==> config.mk <==
export PLATFORM = sky130hd
export DESIGN_NAME = ps2_set1_scancode_decoder
export DESIGN_NICKNAME = d
export VERILOG_FILES = /design/src/rtl/ps2s1_pkg.sv /design/src/rtl/ps2_set1_scancode_decoder.sv
export SDC_FILE = /design/constraint.sdc
export NUM_CORES = 1
export LEC_CHECK = 0
export ABC_CLOCK_PERIOD_IN_PS = 3050
export CORE_ASPECT_RATIO = 0.6
export CORE_UTILIZATION = 40
export DETAILED_ROUTE_END_ITERATION = 8
export DONT_BUFFER_PORTS = 1
export HOLD_SLACK_MARGIN = 0.15
export PLACE_DENSITY = 0.64
export SLEW_MARGIN = 5
export SYNTH_ARGS = -nofsm -noshare
export SYNTH_HDL_FRONTEND = slang
export SYNTH_SLANG_ARGS = --single-unit
==> constraint.sdc <==
create_clock -name clk_i -period 3.05 [get_ports clk_i]
set_input_delay 0.61 -clock clk_i [delete_from_list [all_inputs] [get_ports clk_i]]
set_output_delay 0.61 -clock clk_i [all_outputs]
set_load 0.02 [all_outputs]
==> src/rtl/ps2s1_pkg.sv <==
// Shared constants and the character lookup for the set 1 scan-code decoder.
package ps2s1_pkg;

  localparam int unsigned ByteW = 8;
  localparam int unsigned CharW = 7;
  localparam int unsigned IdxW  = 6;

  // Scan-code values
  localparam logic [ByteW-1:0] PrefixByte = 8'hE0;
  localparam logic [ByteW-1:0] RomLimit   = 8'h3B;
  localparam logic [ByteW-1:0] MkShiftL   = 8'h2A;
  localparam logic [ByteW-1:0] MkShiftR   = 8'h36;
  localparam logic [ByteW-1:0] MkAltL     = 8'h38;
  localparam logic [ByteW-1:0] MkCtrlL    = 8'h1D;
  localparam logic [ByteW-1:0] MkCaps     = 8'h3A;

  // Keys whose upper character depends on shift alone (digits, punctuation)
  function automatic logic is_symbol_key(input logic [ByteW-1:0] code);
    logic hit;
    begin
      hit = (code < 8'h0E) || (code == 8'h29) || (code == 8'h1A) ||
            (code == 8'h1B) || (code == 8'h2B) || (code == 8'h27) ||
            (code == 8'h28) || (code == 8'h33) || (code == 8'h34) ||
            (code == 8'h35);
      return hit;
    end
  endfunction

  // Character ROM: lower and upper character per make code, zero for none
  function automatic logic [CharW-1:0] char_lookup(input logic [IdxW-1:0] idx,
                                                   input logic            up);
    logic [CharW-1:0] lo;
    logic [CharW-1:0] hi;
    begin
      lo = '0;
      hi = '0;
      unique case (idx)
        6'h01: begin lo = 7'h1B; hi = 7'h1B; end
        6'h02: begin lo = 7'h31; hi = 7'h21; end
        6'h03: begin lo = 7'h32; hi = 7'h40; end
        6'h04: begin lo = 7'h33; hi = 7'h23; end
        6'h05: begin lo = 7'h34; hi = 7'h24; end
        6'h06: begin lo = 7'h35; hi = 7'h25; end
        6'h07: begin lo = 7'h36; hi = 7'h5E; end
        6'h08: begin lo = 7'h37; hi = 7'h26; end
        6'h09: begin lo = 7'h38; hi = 7'h2A; end
        6'h0A: begin lo = 7'h39; hi = 7'h28; end
        6'h0B: begin lo = 7'h30; hi = 7'h29; end
        6'h0C: begin lo = 7'h2D; hi = 7'h5F; end
        6'h0D: begin lo = 7'h3D; hi = 7'h2B; end
        6'h0E: begin lo = 7'h08; hi = 7'h08; end
        6'h0F: begin lo = 7'h09; hi = 7'h09; end
        6'h10: begin lo = 7'h71; hi = 7'h51; end
        6'h11: begin lo = 7'h77; hi = 7'h57; end
        6'h12: begin lo = 7'h65; hi = 7'h45; end
        6'h13: begin lo = 7'h72; hi = 7'h52; end
        6'h14: begin lo = 7'h74; hi = 7'h54; end
        6'h15: begin lo = 7'h79; hi = 7'h59; end
        6'h16: begin lo = 7'h75; hi = 7'h55; end
        6'h17: begin lo = 7'h69; hi = 7'h49; end
        6'h18: begin lo = 7'h6F; hi = 7'h4F; end
        6'h19: begin lo = 7'h70; hi = 7'h50; end
        6'h1A: begin lo = 7'h5B; hi = 7'h7B; end
        6'h1B: begin lo = 7'h5D; hi = 7'h7D; end
        6'h1C: begin lo = 7'h0D; hi = 7'h0D; end
        6'h1E: begin lo = 7'h61; hi = 7'h41; end
        6'h1F: begin lo = 7'h73; hi = 7'h53; end
        6'h20: begin lo = 7'h64; hi = 7'h44; end
        6'h21: begin lo = 7'h66; hi = 7'h46; end
        6'h22: begin lo = 7'h67; hi = 7'h47; end
        6'h23: begin lo = 7'h68; hi = 7'h48; end
        6'h24: begin lo = 7'h6A; hi = 7'h4A; end
        6'h25: begin lo = 7'h6B; hi = 7'h4B; end
        6'h26: begin lo = 7'h6C; hi = 7'h4C; end
        6'h27: begin lo = 7'h3B; hi = 7'h3A; end
        6'h28: begin lo = 7'h27; hi = 7'h22; end
        6'h29: begin lo = 7'h60; hi = 7'h7E; end
        6'h2B: begin lo = 7'h5C; hi = 7'h7C; end
        6'h2C: begin lo = 7'h7A; hi = 7'h5A; end
        6'h2D: begin lo = 7'h78; hi = 7'h58; end
        6'h2E: begin lo = 7'h63; hi = 7'h43; end
        6'h2F: begin lo = 7'h76; hi = 7'h56; end
        6'h30: begin lo = 7'h62; hi = 7'h42; end
        6'h31: begin lo = 7'h6E; hi = 7'h4E; end
        6'h32: begin lo = 7'h6D; hi = 7'h4D; end
        6'h33: begin lo = 7'h2C; hi = 7'h3C; end
        6'h34: begin lo = 7'h2E; hi = 7'h3E; end
        6'h35: begin lo = 7'h2F; hi = 7'h3F; end
        6'h37: begin lo = 7'h2A; hi = 7'h2A; end
        6'h39: begin lo = 7'h20; hi = 7'h20; end
        default: begin lo = '0; hi = '0; end
      endcase
      return up ? hi : lo;
    end
  endfunction

endpackage

==> src/rtl/ps2_set1_scancode_decoder.sv <==
// Top level: set 1 scan-code to ASCII decoder with modifier tracking.
//
// Takes one raw scan-code byte per word and returns one result word per byte:
// the ASCII character (with char_valid_o), an unknown-code flag and the ctrl,
// shift, alt and caps-lock state after the byte. A byte passes through an
// input register and one stage of table lookup into the result register, and
// a byte can be taken every cycle while the result is not stalled; the input
// register can take and hold one byte while a finished result waits on out_stall_i.
// An E0 prefix byte produces a result word with no character and no flag.
module ps2_set1_scancode_decoder
  import ps2s1_pkg::*;
(
  input  logic             clk_i,
  input  logic             rst_ni,
  input  logic             in_valid_i,
  output logic             in_stall_o,
  input  logic [ByteW-1:0] scan_byte_i,
  output logic             out_valid_o,
  input  logic             out_stall_i,
  output logic [CharW-1:0] char_code_o,
  output logic             char_valid_o,
  output logic             unknown_code_o,
  output logic             ctrl_down_o,
  output logic             shift_down_o,
  output logic             alt_down_o,
  output logic             caps_on_o
);

  // Input register
  logic             in_valid_q;
  logic [ByteW-1:0] byte_q;
  logic             advance;
  logic             out_free;

  assign out_free   = !out_valid_o || !out_stall_i;
  assign advance    = in_valid_q && out_free;
  assign in_stall_o = in_valid_q && !out_free;

  always_ff @(posedge clk_i or negedge rst_ni) begin
    if (!rst_ni) begin
      in_valid_q <= 1'b0;
    end else if (!in_stall_o) begin
      in_valid_q <= in_valid_i;
    end
  end

  always_ff @(posedge clk_i) begin
    if (in_valid_i && !in_stall_o) begin
      byte_q <= scan_byte_i;
    end
  end

  // Modifier state
  logic ext_q, ctrl_q, shift_q, alt_q, caps_q;
  logic ext_d, ctrl_d, shift_d, alt_d, caps_d;
  logic [CharW-1:0] char_d;
  logic             unknown_d;

  // Decode of the registered byte
  logic [ByteW-2:0] low7;
  logic             handled;
  logic             up;
  logic [CharW-1:0] rom_ch;

  assign low7    = byte_q[ByteW-2:0];
  assign handled = ext_q ? (byte_q == {1'b0, MkAltL[ByteW-2:0]} ||
                            byte_q == {1'b0, MkCtrlL[ByteW-2:0]})
                         : (byte_q != '0 && byte_q < RomLimit);
  // extended codes never hit a symbol key and have zero ROM entries
  assign up      = (!ext_q && is_symbol_key(byte_q)) ? shift_q : (shift_q ^ caps_q);
  assign rom_ch  = char_lookup(byte_q[IdxW-1:0], up);

  always_comb begin
    ext_d     = ext_q;
    ctrl_d    = ctrl_q;
    shift_d   = shift_q;
    alt_d     = alt_q;
    caps_d    = caps_q;
    char_d    = '0;
    unknown_d = 1'b0;
    if (byte_q == PrefixByte) begin
      ext_d = 1'b1;
    end else begin
      ext_d = 1'b0;
      if (byte_q[ByteW-1]) begin
        // break word: clear the matching modifier
        if (low7 == MkCtrlL[ByteW-2:0]) begin
          ctrl_d = 1'b0;
        end else if (!ext_q && (low7 == MkShiftL[ByteW-2:0] ||
                                low7 == MkShiftR[ByteW-2:0])) begin
          shift_d = 1'b0;
        end else if (low7 == MkAltL[ByteW-2:0]) begin
          alt_d = 1'b0;
        end
      end else if (handled) begin
        char_d = rom_ch;
        if (rom_ch == '0) begin
          if (byte_q == MkCtrlL) begin
            ctrl_d = 1'b1;
          end else if (byte_q == MkShiftL || byte_q == MkShiftR) begin
            shift_d = 1'b1;
          end else if (byte_q == MkAltL) begin
            alt_d = 1'b1;
          end else if (byte_q == MkCaps) begin
            caps_d = !caps_q;
          end
        end
      end else begin
        unknown_d = 1'b1;
      end
    end
  end

  always_ff @(posedge clk_i or negedge rst_ni) begin
    if (!rst_ni) begin
      ext_q   <= 1'b0;
      ctrl_q  <= 1'b0;
      shift_q <= 1'b0;
      alt_q   <= 1'b0;
      caps_q  <= 1'b0;
    end else if (advance) begin
      ext_q   <= ext_d;
      ctrl_q  <= ctrl_d;
      shift_q <= shift_d;
      alt_q   <= alt_d;
      caps_q  <= caps_d;
    end
  end

  // Result register
  logic out_valid_q;

  always_ff @(posedge clk_i or negedge rst_ni) begin
    if (!rst_ni) begin
      out_valid_q <= 1'b0;
    end else if (out_free) begin
      out_valid_q <= advance;
    end
  end

  always_ff @(posedge clk_i) begin
    if (advance) begin
      char_code_o    <= char_d;
      char_valid_o   <= (char_d != '0);
      unknown_code_o <= unknown_d;
      ctrl_down_o    <= ctrl_d;
      shift_down_o   <= shift_d;
      alt_down_o     <= alt_d;
      caps_on_o      <= caps_d;
    end
  end

  assign out_valid_o = out_valid_q;

  // Checks
  a_char_nonzero: assert property (@(posedge clk_i) disable iff (!rst_ni)
    out_valid_o && char_valid_o |-> char_code_o != '0)
    else $error("char_valid with zero character");

  a_char_vs_unknown: assert property (@(posedge clk_i) disable iff (!rst_ni)
    out_valid_o |-> !(char_valid_o && unknown_code_o))
    else $error("character and unknown flag together");

  a_mods_track: assert property (@(posedge clk_i) disable iff (!rst_ni)
    out_valid_o |-> (ctrl_down_o == ctrl_q && shift_down_o == shift_q &&
                     alt_down_o == alt_q && caps_on_o == caps_q))
    else $error("result modifiers differ from held state");

  a_caps_toggle: assert property (@(posedge clk_i) disable iff (!rst_ni)
    advance && !ext_q && byte_q == MkCaps |=> caps_q != $past(caps_q))
    else $error("caps lock make did not toggle");

endmodule

### After elaboration in Yosys (flattened, before gate mapping)

Memory sizes are Yosys's and may differ from the RTL's. A register that Yosys moved wholly into a read port is not among the register bits.
Index checks and enable logic that the tools add are counted.

* reduce and logical (&&, ||, !) cells: 29
* bitwise operators: 1
* order comparisons: 2
* multiplexer cells: 41
* equality and inequality tests: 19

Operator list (count)
* $eq A8 B6 Y1 const B: 11
* $mux W1: 36
* $mux W7: 4
* $eq A8 B5 Y1 const B: 3
* $eq A7 B6 Y1 const B: 3
* $logic_or A1 B1 Y1: 13
* $eq A8 B8 Y1 const B: 1
* $lt A8 B4 Y1 const B: 1
* $lt A8 B6 Y1 const B: 1
* $reduce_bool A8 Y1: 1
* $eq A7 B5 Y1 const B: 1
* $logic_not A7 Y1: 1
* $reduce_bool A7 Y1: 1
* $logic_and A1 B1 Y1: 6
* $logic_not A1 Y1: 6
* $mux W6: 1
* $reduce_or A2 Y1: 1
* $xor A1 B1 Y1: 1

* input bits: 12
* output and inout bits: 15
* word-level logic and storage cells: 108
* memories: 1
* flip-flop bits (word level): 28
* ROM bits: 896

Memory list
* (no name shown): words 64, bits a word 14, read ports 1, clocked after memory_dff 1, wr ports 0, RTL line ps2s1_pkg.sv:37 `unique case (idx)`

### Longest topological paths before layout

* word-level depth: 18
* depth in mapped cells: 12
* mapped depth without buffers: 11

### Worst setup path before layout

No wires, ideal clock.

* path type: in2reg
* from: in out_stall_i
* to: reg (tool-made name)
* setup time: 0.119 ns
* arrival time: 3.082 ns
* path buffers: 1
* path slack: -0.150 ns
* stages on the path: 12
* required time: 2.931 ns
* cells stage by stage: nand3_1 -> inv_2 -> o21ai_1 -> nand2_1 -> ha_1 -> clkbuf_1 -> or2_2 -> a2111oi_0 -> nor2_1 -> o311ai_1 -> nand2_1 -> o221a_1

RTL lines
* start: declaration: RTL line ps2_set1_scancode_decoder.sv:19 `input logic out_stall_i,`

==> flow_summary.ini <==
[run_status]
status = complete, no violations

[setup_path]
worstPathMaxFanout = 6
worstPathArrival_ps = 3000
startpoint_type = flip-flop
cp-end-kind = flip-flop
crit_required_ps = 3230
path_class = flip-flop to flip-flop

[timing]
hold_viol_final = 0
holdWs_ps = 412
tightest_slew_ps = 845
max_freq_ghz = 0.355
final_max_slew_viol_count = 0
totalNegativeSetupSlack_ps = 0
min_period_over_period = 0.924
rsz0062_at_grt = false
relSlewSlack = 0.422
setup_ws_ps = 231
setup_viol = 0
fin_skew_ps = 11.0
fin_crit_ps = 2820

[place]
place.port_buffers = 0
dp_slack_ps = 164
routabilityCongestion = 0.990
dpl.hpwl_um = 7240

[global_routing]
antenna_found_initial = 0
grtUsageTotal = 0.233
grt_pass1_vias = 2775
grt_first_pass_wirelength_um = 15300
grt_max_degree = 31
grt_overflow_total = 0

[clock_tree]
cts_buffers = 5
cts.sinks = 42
clk_pin_slew_ps = 70
cts_tree = yes
post_cts_buffers = 0
clock-root-buffer = clkbuf_16
htreeDepth = 2
clock_latency_ps = 290
clock_path_buffers = 2

[cells_and_area]
final_common_cell = nand2_1
mostFrequentLayoutCells = 27 x nand2_1, 23 x buf_4, 22 x a21oi_1
drive_gt1_frac = 0.143
area_delta_synth_final_pct = 11.3
nNetsFinal = 400
diodes = 0

[synth]
syn_area_per_cell_um2 = 8.63
synth_cells = 372
synth-seq-cells = 42
synthesis.area_mm2 = 0.00321
synthArstFlopShare = 0.167
synthTopCellsByArea = edfxtp_1 20%, dfxtp_1 8.7%, dfrtp_1 5.5%, ha_1 4.3%, a21oi_1 3.4%
synth_nets = 395
synth_top_area_cell = edfxtp_1
yosysSeqAreaShare = 0.338
synthFlopType = edfxtp_1
synth_top_area_frac = 0.196
synth_enable_flop_cells = 21
ys_warn_count = 0
yosys.cell_types.count = 72

[drt]
drt-vias-per-instance = 6.60
wl_per_cell_um = 19.7
drt-total-wl_um = 9520
drt-initial-drc-count = 422
drt-pass1-iter-count = 7
ant_nets = 0
drc = 0
dr_total_vias = 3182

[die]
die_y_um = 71.4
die-area_mm2 = 0.00840
start_util = 0.428
rows = 24
core_area_mm2 = 0.00751
die_x_um = 118
ios = 27

[power]
leakagePower_uw = 0.00138
p_per_area_mw_per_mm2 = 503
ir_drop_mv = 0.227

[min_path]
hold_path.class = primary input to flip-flop

[run]
drv_cap = 0
## cells by family after synthesis
| group | Yosys count | synth area share |
|---|---|---|
| compound gates | 126 | 0.283 |
| xor+xnor | 3 | 0.00819 |
| fa+ha+maj | 11 | 0.0429 |
| buf+inv | 40 | 0.0553 |
| flops | 42 | 0.338 |
| mux | 14 | 0.0483 |
| simple gates | 136 | 0.224 |
## cells in the mapped netlist, types with 4 or more instances
cell type / number
o221ai_1: 4
o211ai_1: 7
nand2b_1: 6
nor4_1: 4
a211oi_1: 7
o21ai_1: 8
nand4_1: 5
a31oi_1: 4
clkbuf_1: 8
o31ai_1: 5
buf_2: 16
dfxtp_1: 14
a21oi_1: 22
inv_1: 11
nor3_1: 14
and2_1: 4
nand2_1: 29
nor2_1: 20
dfrtp_1: 7
o21ai_0: 16
edfxtp_1: 21
mux2i_1: 11
nand3_1: 22
nand3b_1: 4
a311oi_1: 5
ha_1: 11
and3_1: 8
a211o_1: 4
a32oi_1: 4
## power breakdown
part | internal, µW | switching (µW)
Sequential | 668 | 68.5
Clock | 307 | 225
Combinational | 198 | 329
Total | 1170 | 622
## what timing repair did
| item | in CTS | in global routing |
|---|---|---|
| hold buffers | 1 | 0 |
| endpoints found under the hold margin | 7 | 0 |
| gates resized for setup | 0 | 0 |
## metrics by stage
stage,power (µW),instance area [µm²],utilization,cells
floorplan,1090,3240,-,372
global placement,1250,3420,0.455,473
detailed placement,1250,3420,0.455,473
CTS,1790,3570,0.476,482
global route,1880,3570,0.476,482
finish,1800,3570,0.476,482
## critical path: stages (launching register included)
cell	delay, ps
dfrtp_1	490
nand3_2	200
nand3_1	230
nand2_2	90
ha_1	310
or2_2	290
a2111oi_0	470
nor2_1	100
o311ai_1	140
nand2_1	130
o221a_1	270
## worst paths after layout
path,cells past startpoint,start,to,slack (ps)
worst max-delay path,10,out_valid_o$_DFFE_PN0N_,flip-flop,230
worst min-delay path,0,scan_byte_i[6],byte_q[6]$_DFFE_PP_,410
min in group asynchronous,1,rst_ni,ext_q$_DFFE_PN0P_,680
max in group asynchronous,1,rst_ni,out_valid_o$_DFFE_PN0N_,2070
worst max register to register,10,out_valid_o$_DFFE_PN0N_,flip-flop,230
worst min register to register,1,in_valid_q$_DFFE_PN0N_,out_valid_o$_DFFE_PN0N_,510
## layout make-up
class                   instances  area (µm²)
well taps                     104         130
multi-input cells             290        1970
flip-flops and latches         42        1090
inverters                      14        55.1
clock inverters                 3        21.3
clock buffers                   5         125
repair buffers                 24         183
fillers                       723        3940
## per-layer routing
metal	global-route usage	vias up	share of wire
met3	0.0677	17	0.13
met2	0.304	224	0.38
met4	0.0370	0	0.0079
li1	-	1446	-
met5	0	-	0
met1	0.372	1495	0.48
Power figures use the tool's default switching activity.
